$ cat src/hw/rtl/hcb_pkg.sv
// shared constants and types of the huffman code builder
`default_nettype none

package hcb_pkg;

   localparam int MAX_SYMBOLS_DEF = 32;
   localparam int WEIGHT_BITS_DEF = 16;

   localparam int IN_WEIGHT_W = 16;
   localparam int CODE_W      = 31;
   localparam int LEN_W       = 5;
   localparam int REQ_DATA_W  = 16;
   localparam int RSP_DATA_W  = 56;
   localparam int RSP_PAD_W   = RSP_DATA_W - IN_WEIGHT_W - CODE_W - LEN_W;

   typedef enum logic [3:0] {
      ST_LOAD,
      ST_SCAN_A,
      ST_SCAN_B,
      ST_LINK_A,
      ST_LINK_B,
      ST_NEW,
      ST_SEL,
      ST_WALK_RD,
      ST_WALK_EV,
      ST_OUT
   } hcb_state_type;

endpackage

`default_nettype wire

$ cat src/hw/rtl/hcb_node_mem.sv
// node store of the code builder: weights and parent links with registered reads
`default_nettype none

module hcb_node_mem #(
   parameter int MAX_SYMBOLS = hcb_pkg::MAX_SYMBOLS_DEF,
   parameter int WEIGHT_BITS = hcb_pkg::WEIGHT_BITS_DEF
) (
   input  wire logic clock,
   input  wire logic w_we,
   input  wire logic [$clog2(2*MAX_SYMBOLS)-1:0] w_addr,
   input  wire logic [((WEIGHT_BITS < hcb_pkg::IN_WEIGHT_W) ? WEIGHT_BITS
                      : hcb_pkg::IN_WEIGHT_W) + $clog2(MAX_SYMBOLS)-1:0] w_data,
   input  wire logic m_we,
   input  wire logic [$clog2(2*MAX_SYMBOLS)-1:0] m_addr,
   input  wire logic [$clog2(2*MAX_SYMBOLS)-1:0] m_parent,
   input  wire logic m_one,
   input  wire logic m_dead,
   input  wire logic [$clog2(2*MAX_SYMBOLS)-1:0] rd_addr,
   output logic [((WEIGHT_BITS < hcb_pkg::IN_WEIGHT_W) ? WEIGHT_BITS
                 : hcb_pkg::IN_WEIGHT_W) + $clog2(MAX_SYMBOLS)-1:0] rd_weight,
   output logic [$clog2(2*MAX_SYMBOLS)-1:0] rd_parent,
   output logic rd_one,
   output logic rd_dead
);
   import hcb_pkg::*;

   localparam int NODE_SLOTS = 2 * MAX_SYMBOLS;
   localparam int IDX_W      = $clog2(NODE_SLOTS);
   localparam int LEAF_W     = (WEIGHT_BITS < IN_WEIGHT_W) ? WEIGHT_BITS : IN_WEIGHT_W;
   localparam int NW         = LEAF_W + $clog2(MAX_SYMBOLS);
   localparam int META_W     = IDX_W + 2;

   logic [NW-1:0]     weight_mem [NODE_SLOTS];
   logic [META_W-1:0] meta_mem   [NODE_SLOTS];
   logic [META_W-1:0] meta_q;

   always_ff @(posedge clock) begin
      if (w_we) begin
         weight_mem[w_addr] <= w_data;
      end
      rd_weight <= weight_mem[rd_addr];
   end

   always_ff @(posedge clock) begin
      if (m_we) begin
         meta_mem[m_addr] <= {m_parent, m_one, m_dead};
      end
      meta_q <= meta_mem[rd_addr];
   end

   assign rd_parent = meta_q[META_W-1:2];
   assign rd_one    = meta_q[1];
   assign rd_dead   = meta_q[0];

endmodule

`default_nettype wire

$ cat src/hw/rtl/huffman_code_builder.sv
// top level: loads symbol weights, builds the huffman tree and streams one code per symbol
// loading accepts one word per cycle; the word marked last starts the build
// build: each merge runs two full scans over the filled nodes, skipping dead ones, then the
//   link steps LINK_A, LINK_B and NEW; the scans are serial as the store has one read port
// emit per code: a scan over the leaves, a read and a step per tree level, a final read, then the word
// reset clears the state machine and the symbol count; the node store is not cleared,
//   the count of filled nodes marks which entries hold data
`default_nettype none

module huffman_code_builder #(
   parameter int MAX_SYMBOLS = hcb_pkg::MAX_SYMBOLS_DEF,
   parameter int WEIGHT_BITS = hcb_pkg::WEIGHT_BITS_DEF
) (
   input  wire logic clock,
   input  wire logic reset,
   input  wire logic req_tvalid,
   output logic      req_tready,
   input  wire logic [hcb_pkg::REQ_DATA_W-1:0] req_tdata,   // weight[15:0]
   input  wire logic req_tlast,
   output logic      rsp_tvalid,
   input  wire logic rsp_tready,
   output logic [hcb_pkg::RSP_DATA_W-1:0] rsp_tdata, // symbol_weight, code, code_length, pad
   output logic      rsp_tlast
);
   import hcb_pkg::*;

   localparam int NODE_SLOTS = 2 * MAX_SYMBOLS;
   localparam int IDX_W      = $clog2(NODE_SLOTS);
   localparam int CNT_W      = $clog2(MAX_SYMBOLS + 1);
   localparam int LEAF_W     = (WEIGHT_BITS < IN_WEIGHT_W) ? WEIGHT_BITS : IN_WEIGHT_W;
   localparam int NW         = LEAF_W + $clog2(MAX_SYMBOLS);

   hcb_state_type state_ff, state_in;

   logic [CNT_W-1:0]  count_ff, count_in;
   logic [IDX_W-1:0]  total_ff, total_in;
   logic [IDX_W-1:0]  scan_ff, scan_in;
   logic [IDX_W-1:0]  lim_ff, lim_in;
   logic              pv_ff, pv_in;
   logic [IDX_W-1:0]  pidx_ff, pidx_in;
   logic              found_ff, found_in;
   logic [IDX_W-1:0]  best_ff, best_in;
   logic [NW-1:0]     bestw_ff, bestw_in;
   logic [IDX_W-1:0]  a_ff, a_in;
   logic [IDX_W-1:0]  b_ff, b_in;
   logic [NW-1:0]     wa_ff, wa_in;
   logic [NW-1:0]     wb_ff, wb_in;
   logic [IDX_W-1:0]  root_ff, root_in;
   logic              first_ff, first_in;
   logic [NW-1:0]     pw_ff, pw_in;
   logic [IDX_W-1:0]  pi_ff, pi_in;
   logic [CNT_W-1:0]  r_ff, r_in;
   logic [IDX_W-1:0]  node_ff, node_in;
   logic [CNT_W-1:0]  depth_ff, depth_in;
   logic [CODE_W-1:0] bit_ff, bit_in;
   logic [CODE_W-1:0] code_ff, code_in;
   logic [IN_WEIGHT_W-1:0] symw_ff, symw_in;
   logic [LEN_W-1:0]  len_ff, len_in;
   logic              last_ff, last_in;

   // node store ports
   logic              w_we;
   logic [IDX_W-1:0]  w_addr;
   logic [NW-1:0]     w_data;
   logic              m_we;
   logic [IDX_W-1:0]  m_addr;
   logic [IDX_W-1:0]  m_parent;
   logic              m_one;
   logic              m_dead;
   logic [IDX_W-1:0]  rd_addr;
   logic [NW-1:0]     rd_weight;
   logic [IDX_W-1:0]  rd_parent;
   logic              rd_one;
   logic              rd_dead;

   logic req_acc, rsp_acc;
   logic scan_active, scan_issue, scan_done, cand, take, a_lighter, has_room;
   logic [CNT_W-1:0] count_next;

   hcb_node_mem #(
      .MAX_SYMBOLS(MAX_SYMBOLS),
      .WEIGHT_BITS(WEIGHT_BITS)
   ) u_mem (
      .clock    (clock),
      .w_we     (w_we),
      .w_addr   (w_addr),
      .w_data   (w_data),
      .m_we     (m_we),
      .m_addr   (m_addr),
      .m_parent (m_parent),
      .m_one    (m_one),
      .m_dead   (m_dead),
      .rd_addr  (rd_addr),
      .rd_weight(rd_weight),
      .rd_parent(rd_parent),
      .rd_one   (rd_one),
      .rd_dead  (rd_dead)
   );

   assign req_tready = (state_ff == ST_LOAD);
   assign rsp_tvalid = (state_ff == ST_OUT);
   assign req_acc    = req_tvalid && req_tready;
   assign rsp_acc    = rsp_tvalid && rsp_tready;
   assign rsp_tdata  = {{RSP_PAD_W{1'b0}}, len_ff, code_ff, symw_ff};
   assign rsp_tlast  = last_ff;

   assign has_room   = (count_ff < CNT_W'(MAX_SYMBOLS));
   assign count_next = has_room ? count_ff + CNT_W'(1) : count_ff;

   // one scan engine serves both minimum searches and the sorted leaf walk
   assign scan_active = (state_ff == ST_SCAN_A) || (state_ff == ST_SCAN_B)
                        || (state_ff == ST_SEL);
   assign scan_issue  = scan_active && (scan_ff != lim_ff);
   assign scan_done   = scan_active && !scan_issue && !pv_ff;
   assign a_lighter   = (wa_ff < wb_ff);

   always_comb begin
      unique case (state_ff)
         ST_SCAN_A: cand = !rd_dead;
         ST_SCAN_B: cand = !rd_dead && (pidx_ff != a_ff);
         ST_SEL:    cand = first_ff || (rd_weight > pw_ff)
                           || ((rd_weight == pw_ff) && (pidx_ff > pi_ff));
         default:   cand = 1'b0;
      endcase
   end

   // strict compare in index order keeps the lower index on equal weights
   assign take = pv_ff && cand && (!found_ff || (rd_weight < bestw_ff));

   // next state
   always_comb begin
      state_in = state_ff;
      unique case (state_ff)
         ST_LOAD: begin
            if (req_acc && req_tlast) state_in = ST_SCAN_A;
         end
         ST_SCAN_A: begin
            if (scan_done) state_in = found_ff ? ST_SCAN_B : ST_SEL;
         end
         ST_SCAN_B: begin
            if (scan_done) state_in = found_ff ? ST_LINK_A : ST_SEL;
         end
         ST_LINK_A:  state_in = ST_LINK_B;
         ST_LINK_B:  state_in = ST_NEW;
         ST_NEW:     state_in = ST_SCAN_A;
         ST_SEL: begin
            if (scan_done) state_in = ST_WALK_RD;
         end
         ST_WALK_RD: state_in = (node_ff == root_ff) ? ST_OUT : ST_WALK_EV;
         ST_WALK_EV: state_in = ST_WALK_RD;
         ST_OUT: begin
            if (rsp_acc) state_in = last_ff ? ST_LOAD : ST_SEL;
         end
         default:    state_in = ST_LOAD;
      endcase
   end

   // datapath and store control
   always_comb begin
      count_in = count_ff;
      total_in = total_ff;
      scan_in  = scan_ff;
      lim_in   = lim_ff;
      pv_in    = 1'b0;
      pidx_in  = pidx_ff;
      found_in = found_ff;
      best_in  = best_ff;
      bestw_in = bestw_ff;
      a_in     = a_ff;
      b_in     = b_ff;
      wa_in    = wa_ff;
      wb_in    = wb_ff;
      root_in  = root_ff;
      first_in = first_ff;
      pw_in    = pw_ff;
      pi_in    = pi_ff;
      r_in     = r_ff;
      node_in  = node_ff;
      depth_in = depth_ff;
      bit_in   = bit_ff;
      code_in  = code_ff;
      symw_in  = symw_ff;
      len_in   = len_ff;
      last_in  = last_ff;
      w_we     = 1'b0;
      w_addr   = IDX_W'(count_ff);
      w_data   = NW'(req_tdata[LEAF_W-1:0]);
      m_we     = 1'b0;
      m_addr   = IDX_W'(count_ff);
      m_parent = total_ff;
      m_one    = 1'b0;
      m_dead   = 1'b0;
      rd_addr  = (state_ff == ST_WALK_RD) ? node_ff : scan_ff;

      if (scan_issue) begin
         scan_in = scan_ff + IDX_W'(1);
         pv_in   = 1'b1;
         pidx_in = scan_ff;
      end
      if (take) begin
         found_in = 1'b1;
         best_in  = pidx_ff;
         bestw_in = rd_weight;
      end

      unique case (state_ff)
         ST_LOAD: begin
            if (req_acc) begin
               w_we     = has_room;
               m_we     = has_room;
               count_in = count_next;
               if (req_tlast) begin
                  total_in = IDX_W'(count_next);
                  lim_in   = IDX_W'(count_next);
                  scan_in  = '0;
                  found_in = 1'b0;
               end
            end
         end
         ST_SCAN_A: begin
            if (scan_done) begin
               a_in     = best_ff;
               wa_in    = bestw_ff;
               scan_in  = '0;
               found_in = 1'b0;
               if (!found_ff) begin
                  lim_in   = IDX_W'(count_ff);
                  first_in = 1'b1;
                  r_in     = '0;
               end
            end
         end
         ST_SCAN_B: begin
            if (scan_done) begin
               scan_in  = '0;
               found_in = 1'b0;
               if (found_ff) begin
                  b_in  = best_ff;
                  wb_in = bestw_ff;
               end else begin
                  // only one node left: it is the root
                  root_in  = a_ff;
                  lim_in   = IDX_W'(count_ff);
                  first_in = 1'b1;
                  r_in     = '0;
               end
            end
         end
         ST_LINK_A: begin
            w_we   = 1'b1;
            w_addr = total_ff;
            w_data = wa_ff + wb_ff;
            m_we   = 1'b1;
            m_addr = a_ff;
            m_one  = !a_lighter;
            m_dead = 1'b1;
         end
         ST_LINK_B: begin
            m_we   = 1'b1;
            m_addr = b_ff;
            m_one  = a_lighter;
            m_dead = 1'b1;
         end
         ST_NEW: begin
            m_we     = 1'b1;
            m_addr   = total_ff;
            total_in = total_ff + IDX_W'(1);
            lim_in   = total_ff + IDX_W'(1);
            scan_in  = '0;
            found_in = 1'b0;
         end
         ST_SEL: begin
            if (scan_done) begin
               node_in  = best_ff;
               symw_in  = IN_WEIGHT_W'(bestw_ff[LEAF_W-1:0]);
               pw_in    = bestw_ff;
               pi_in    = best_ff;
               first_in = 1'b0;
               depth_in = '0;
               bit_in   = CODE_W'(1);
               code_in  = '0;
            end
         end
         ST_WALK_RD: begin
            len_in  = LEN_W'(depth_ff);
            last_in = ((r_ff + CNT_W'(1)) == count_ff);
         end
         ST_WALK_EV: begin
            // leaf-side branch lands in the lowest bit, bits past the code width drop out
            if (rd_one) code_in = code_ff | bit_ff;
            bit_in   = bit_ff << 1;
            depth_in = depth_ff + CNT_W'(1);
            node_in  = rd_parent;
         end
         ST_OUT: begin
            if (rsp_acc) begin
               if (last_ff) begin
                  count_in = '0;
               end else begin
                  r_in     = r_ff + CNT_W'(1);
                  scan_in  = '0;
                  found_in = 1'b0;
               end
            end
         end
         default: begin
            count_in = count_ff;
         end
      endcase
   end

   always_ff @(posedge clock) begin
      if (reset) begin
         state_ff <= ST_LOAD;
         count_ff <= '0;
         pv_ff    <= 1'b0;
      end else begin
         state_ff <= state_in;
         count_ff <= count_in;
         pv_ff    <= pv_in;
      end
   end

   always_ff @(posedge clock) begin
      total_ff <= total_in;
      scan_ff  <= scan_in;
      lim_ff   <= lim_in;
      pidx_ff  <= pidx_in;
      found_ff <= found_in;
      best_ff  <= best_in;
      bestw_ff <= bestw_in;
      a_ff     <= a_in;
      b_ff     <= b_in;
      wa_ff    <= wa_in;
      wb_ff    <= wb_in;
      root_ff  <= root_in;
      first_ff <= first_in;
      pw_ff    <= pw_in;
      pi_ff    <= pi_in;
      r_ff     <= r_in;
      node_ff  <= node_in;
      depth_ff <= depth_in;
      bit_ff   <= bit_in;
      code_ff  <= code_in;
      symw_ff  <= symw_in;
      len_ff   <= len_in;
      last_ff  <= last_in;
   end

endmodule

`default_nettype wire

$ cat config.mk
export PLATFORM = sky130hd
export DESIGN_NAME = huffman_code_builder
export DESIGN_NICKNAME = d
export VERILOG_FILES = /design/src/hw/rtl/hcb_pkg.sv /design/src/hw/rtl/hcb_node_mem.sv /design/src/hw/rtl/huffman_code_builder.sv
export SDC_FILE = /design/constraint.sdc
export NUM_CORES = 2
export LEC_CHECK = 0
export BUFFER_PORTS_ARGS = -buffer_cell sky130_fd_sc_hd__buf_4
export CORE_ASPECT_RATIO = 1.2
export CORE_MARGIN = 4
export CORE_UTILIZATION = 55
export CTS_CLUSTER_SIZE = 10
export DETAILED_ROUTE_END_ITERATION = 6
export PLACE_DENSITY = 0.82
export SYNTH_ARGS = -nofsm -noshare
export SYNTH_HDL_FRONTEND = slang
export SYNTH_SLANG_ARGS = --single-unit
$ cat constraint.sdc
create_clock -name clock -period 6.5 [get_ports clock]
set_clock_uncertainty 0.1 [all_clocks]
set_input_delay 1.3 -clock clock [delete_from_list [all_inputs] [get_ports clock]]
set_output_delay 1.3 -clock clock [all_outputs]
set_load 0.05 [all_outputs]
==> flow_metrics.py <==
metrics = {
    "worst_setup_path": {
        "cpMaxStageDelayCell": "dfxtp_1",
        "rr_worst_depth": 10,
        "r2r-end": "u_mem.rd_weight[7]",
        "crit_top_cell": "buf_4",
        "start_kind": "register",
        "slowest_delay_ns": 0.70,
        "cp-end-kind": "register",
        "crit_type": "register to register",
        "worstPathRequired_ns": 7.09,
        "worst_ep_arrival_time_ns": 5.97,
        "path_cells": "nand4b_1 > buf_4 > mux2i_4 > buf_12 > buf_4 > mux4_2 > a32oi_1 > nor2_1 > a31oi_1 > o2111ai_1",
        "rrSetupSlack_ns": 1.13,
        "reg2reg_from": "state_ff[3]",
        "crit_fanout": 102,
    },
    "hold_path": {
        "hp-start": "depth_ff[4]",
        "min_path_cells": 0,
        "hp-class": "register to register",
        "holdPathEnd": "len_ff[4]",
    },
    "synthesis": {
        "yosys_warnings": 0,
        "synthTopCellsByArea": "edfxtp_1 74%, mux4_2 4.7%, nand2_1 4.5%, nand3_1 1.7%, nor2_1 1.7%",
        "yosys_most_used_dff": "edfxtp_1",
        "synth_top_area_share_pct": 73.59,
        "synthCells": 5680,
        "synth_cell_types": 73,
        "ys_ff_latch": 2121,
        "async_reset_ff_share_pct": 0,
        "synth_edf_count": 2074,
        "yosysSeqAreaShare_pct": 74.71,
        "syn_avg_cell_area_um2": 14.90,
        "synth_top_area_cell": "edfxtp_1",
        "syn-cell-area_um2": 84630,
    },
    "clock_tree": {
        "numClockSinks": 2121,
        "clk_pin_slew_worst_paths_ns": 0.06,
        "cts_root_buf": "clkbuf_16",
        "ctsResizeCount": 0,
        "post-cts-setup-buffers": 0,
        "hold_buffers": 0,
        "cts.htree.levels": 4,
        "cts_tree": "done",
        "numCtsBuffers": 230,
        "cts.path.max_buffers": 3,
        "insertion_delay_ns": 0.87,
    },
    "cells_and_area": {
        "final_util_pct": 61.58,
        "multiInputGateArea_um2": 20060,
        "final_common_cell": "edfxtp_1",
        "area_delta_synth_final_pct": 11.20,
        "num-fill-cells": 10163,
        "nets": 5885,
        "regArea_um2": 63220,
        "layoutNonFillerInstCount": 7874,
        "drive_gt1_share_pct": 12.44,
        "final_cell_mix": "2074 x edfxtp_1, 1017 x nand2_1, 319 x nor2_1, 293 x nand3_1, 276 x a21oi_1",
        "fin_area_um2": 94110,
    },
    "global_routing": {
        "grt_pass1_vias": 51710,
        "antenna_found_initial": 7,
        "grt_max_degree": 176,
        "grt_overflow": 0,
        "grt_pass1_wl_um": 337100,
        "grt_use_total_pct": 28.16,
    },
    "sta": {
        "timing.final.crit_period_ns": 5.372,
        "worst_pin_slew_ns": 1.401,
        "drv_slew": 0,
        "hold_viol": 0,
        "hold_slack_ns": 0.3879,
        "rsz0062_at_grt": "no",
        "setup_slack_ns": 1.128,
        "clock.fmax_mhz": 186.1,
        "relSlewSlack_pct": 6.497,
        "finalSetupViolCount": 0,
        "setup_tns_ns": 0,
        "layout_worst_path_cycle_share_pct": 82.65,
    },
    "placement": {
        "dp_hpwl_um": 133400,
        "pre_cts_ws_ns": 1.388,
        "placed_area_um2": 87600,
        "port_buffers": 75,
        "gp_congestion": 0.9477,
        "dp_cells": 7523,
    },
    "power": {
        "total_power_mw": 35.36,
        "power.density_nw_per_um2": 375.8,
        "seq_power_share_pct": 46.4,
        "internal_power_mw": 24.51,
        "switching_share_pct": 30.70,
        "switchingPower_mw": 10.86,
        "clockPowerShare_pct": 32.8,
        "ir_drop_uv": 462.3,
        "pwr-share-comb_pct": 20.8,
        "power.static_leakage_nw": 30.46,
    },
    "routing": {
        "remaining_drc_errors": 2,
        "wl_um": 229500,
        "vias_per_cell": 6.695,
        "firstDrtPassIters": 7,
        "drt-initial-drc-count": 9076,
        "vias": 52718,
        "wl_per_cell_um": 29.15,
        "antenna_left": 0,
    },
    "outcome": {
        "violations": "design-rule violations",
        "status": "finished, violations left",
    },
    "die": {
        "coreArea_um2": 152800,
        "dieHeight_um": 437.7,
        "core.rowCount": 157,
        "io_pins": 80,
        "die_x_um": 366.1,
        "die_area_um2": 160200,
        "initial_core_util_pct": 55.37,
    },
    "flow_run": {
        "maxCapViolCount": 0,
    },
}
==> critical path, delay by kind of cell (launching register included) <==
kind | cells | cell delay, ns
flip-flops | 1 | 0.70
multiplexers | 2 | 1.16
AND/OR/NAND/NOR | 2 | 0.48
buffers and inverters | 3 | 1.37
AO/OA/AOI/OAI | 3 | 1.16
==> area by class of cell <==
| cell class | count | area share (%) |
|---|---|---|
| diodes | 5 | 0.01330 |
| clock buffers | 331 | 6.564 |
| clock inverters | 13 | 0.3045 |
| inverters | 94 | 0.3749 |
| multi-input cells | 3138 | 21.32 |
| flip-flops and latches | 2121 | 67.18 |
| well taps | 1987 | 2.642 |
| repair buffers | 185 | 1.606 |
==> layer usage <==
metal,track usage [%],up-vias,share of wire (%)
li1,-,21550,-
met4,17.66,0,7.4
met5,0,-,0
met1,35.97,25824,33
met3,6.847,911,13
met2,43.84,4433,46
==> synthesized netlist by cell type (all sizes together), types with 6 or more instances <==
| cell | instances |
|---|---|
| o22ai | 28 |
| clkbuf | 155 |
| o21ai | 156 |
| inv | 93 |
| a31oi | 94 |
| or3 | 7 |
| buf | 175 |
| a211oi | 38 |
| xnor2 | 35 |
| dfxtp | 47 |
| o31ai | 6 |
| o2111ai | 56 |
| nor3 | 18 |
| a32oi | 28 |
| nand4 | 17 |
| mux2 | 7 |
| and3 | 7 |
| o211ai | 58 |
| a21o | 17 |
| nor2 | 395 |
| o21a | 9 |
| nor2b | 40 |
| mux4 | 178 |
| nand3 | 295 |
| xor2 | 25 |
| nand2b | 24 |
| mux2i | 16 |
| ha | 93 |
| and2 | 34 |
| a22oi | 89 |
| a21oi | 278 |
| nand2 | 1022 |
| edfxtp | 2074 |
==> state kept, by name, summed over array words and instances (netlist names), 8 cells and up <==
signal,cells
u_mem.weight_mem,1344
u_mem.meta_mem,512
bit_ff,31
code_ff,31
bestw_ff,21
pw_ff,21
u_mem.rd_weight,21
wa_ff,21
wb_ff,21
u_mem.meta_q,8
==> power by group through the flow <==
stage / Sequential, mW / Combinational (mW) / Clock (mW)
global placement: 16.6 / 6.79 / 0
CTS: 16.4 / 7.13 / 11.6
global route: 16.4 / 7.69 / 12.3
finish: 16.4 / 7.34 / 11.6
floorplan: 16.5 / 4.48 / 0
detailed placement: 16.6 / 7.00 / 0
==> cell families (layout without fill, tap and decap cells) <==
logic type               count (synthesis)  after routing  share of synthesized area (%)
flip-flops                            2121           2121                          74.71
multiplexers                           201            201                          5.020
AND/OR/NAND/NOR                       1885           1885                          9.337
XOR/XNOR                                60             60                         0.6210
AO/OA/AOI/OAI                          894            894                          6.664
other                                    1              9                       0.004431
buffers and inverters                  424            623                          2.250
adder cells (fa/ha/maj)                 94             94                          1.399
==> worst max-delay path by stage <==
| stage | start | to | slack, ns | cells after the start |
|---|---|---|---|---|
| after floorplan | wa_ff[0] | u_mem.weight_mem[0][12] | 0.85 | 11 |
| after global placement | state_ff[2] | u_mem.rd_weight[7] | 1.51 | 10 |
| after detailed placement | state_ff[2] | u_mem.rd_weight[3] | 1.39 | 10 |
| after CTS | state_ff[3] | u_mem.rd_weight[3] | 1.33 | 10 |
| after global routing | state_ff[3] | u_mem.rd_weight[7] | 0.96 | 10 |
| final | state_ff[3] | u_mem.rd_weight[7] | 1.13 | 10 |
Power figures use the tool's default switching activity.
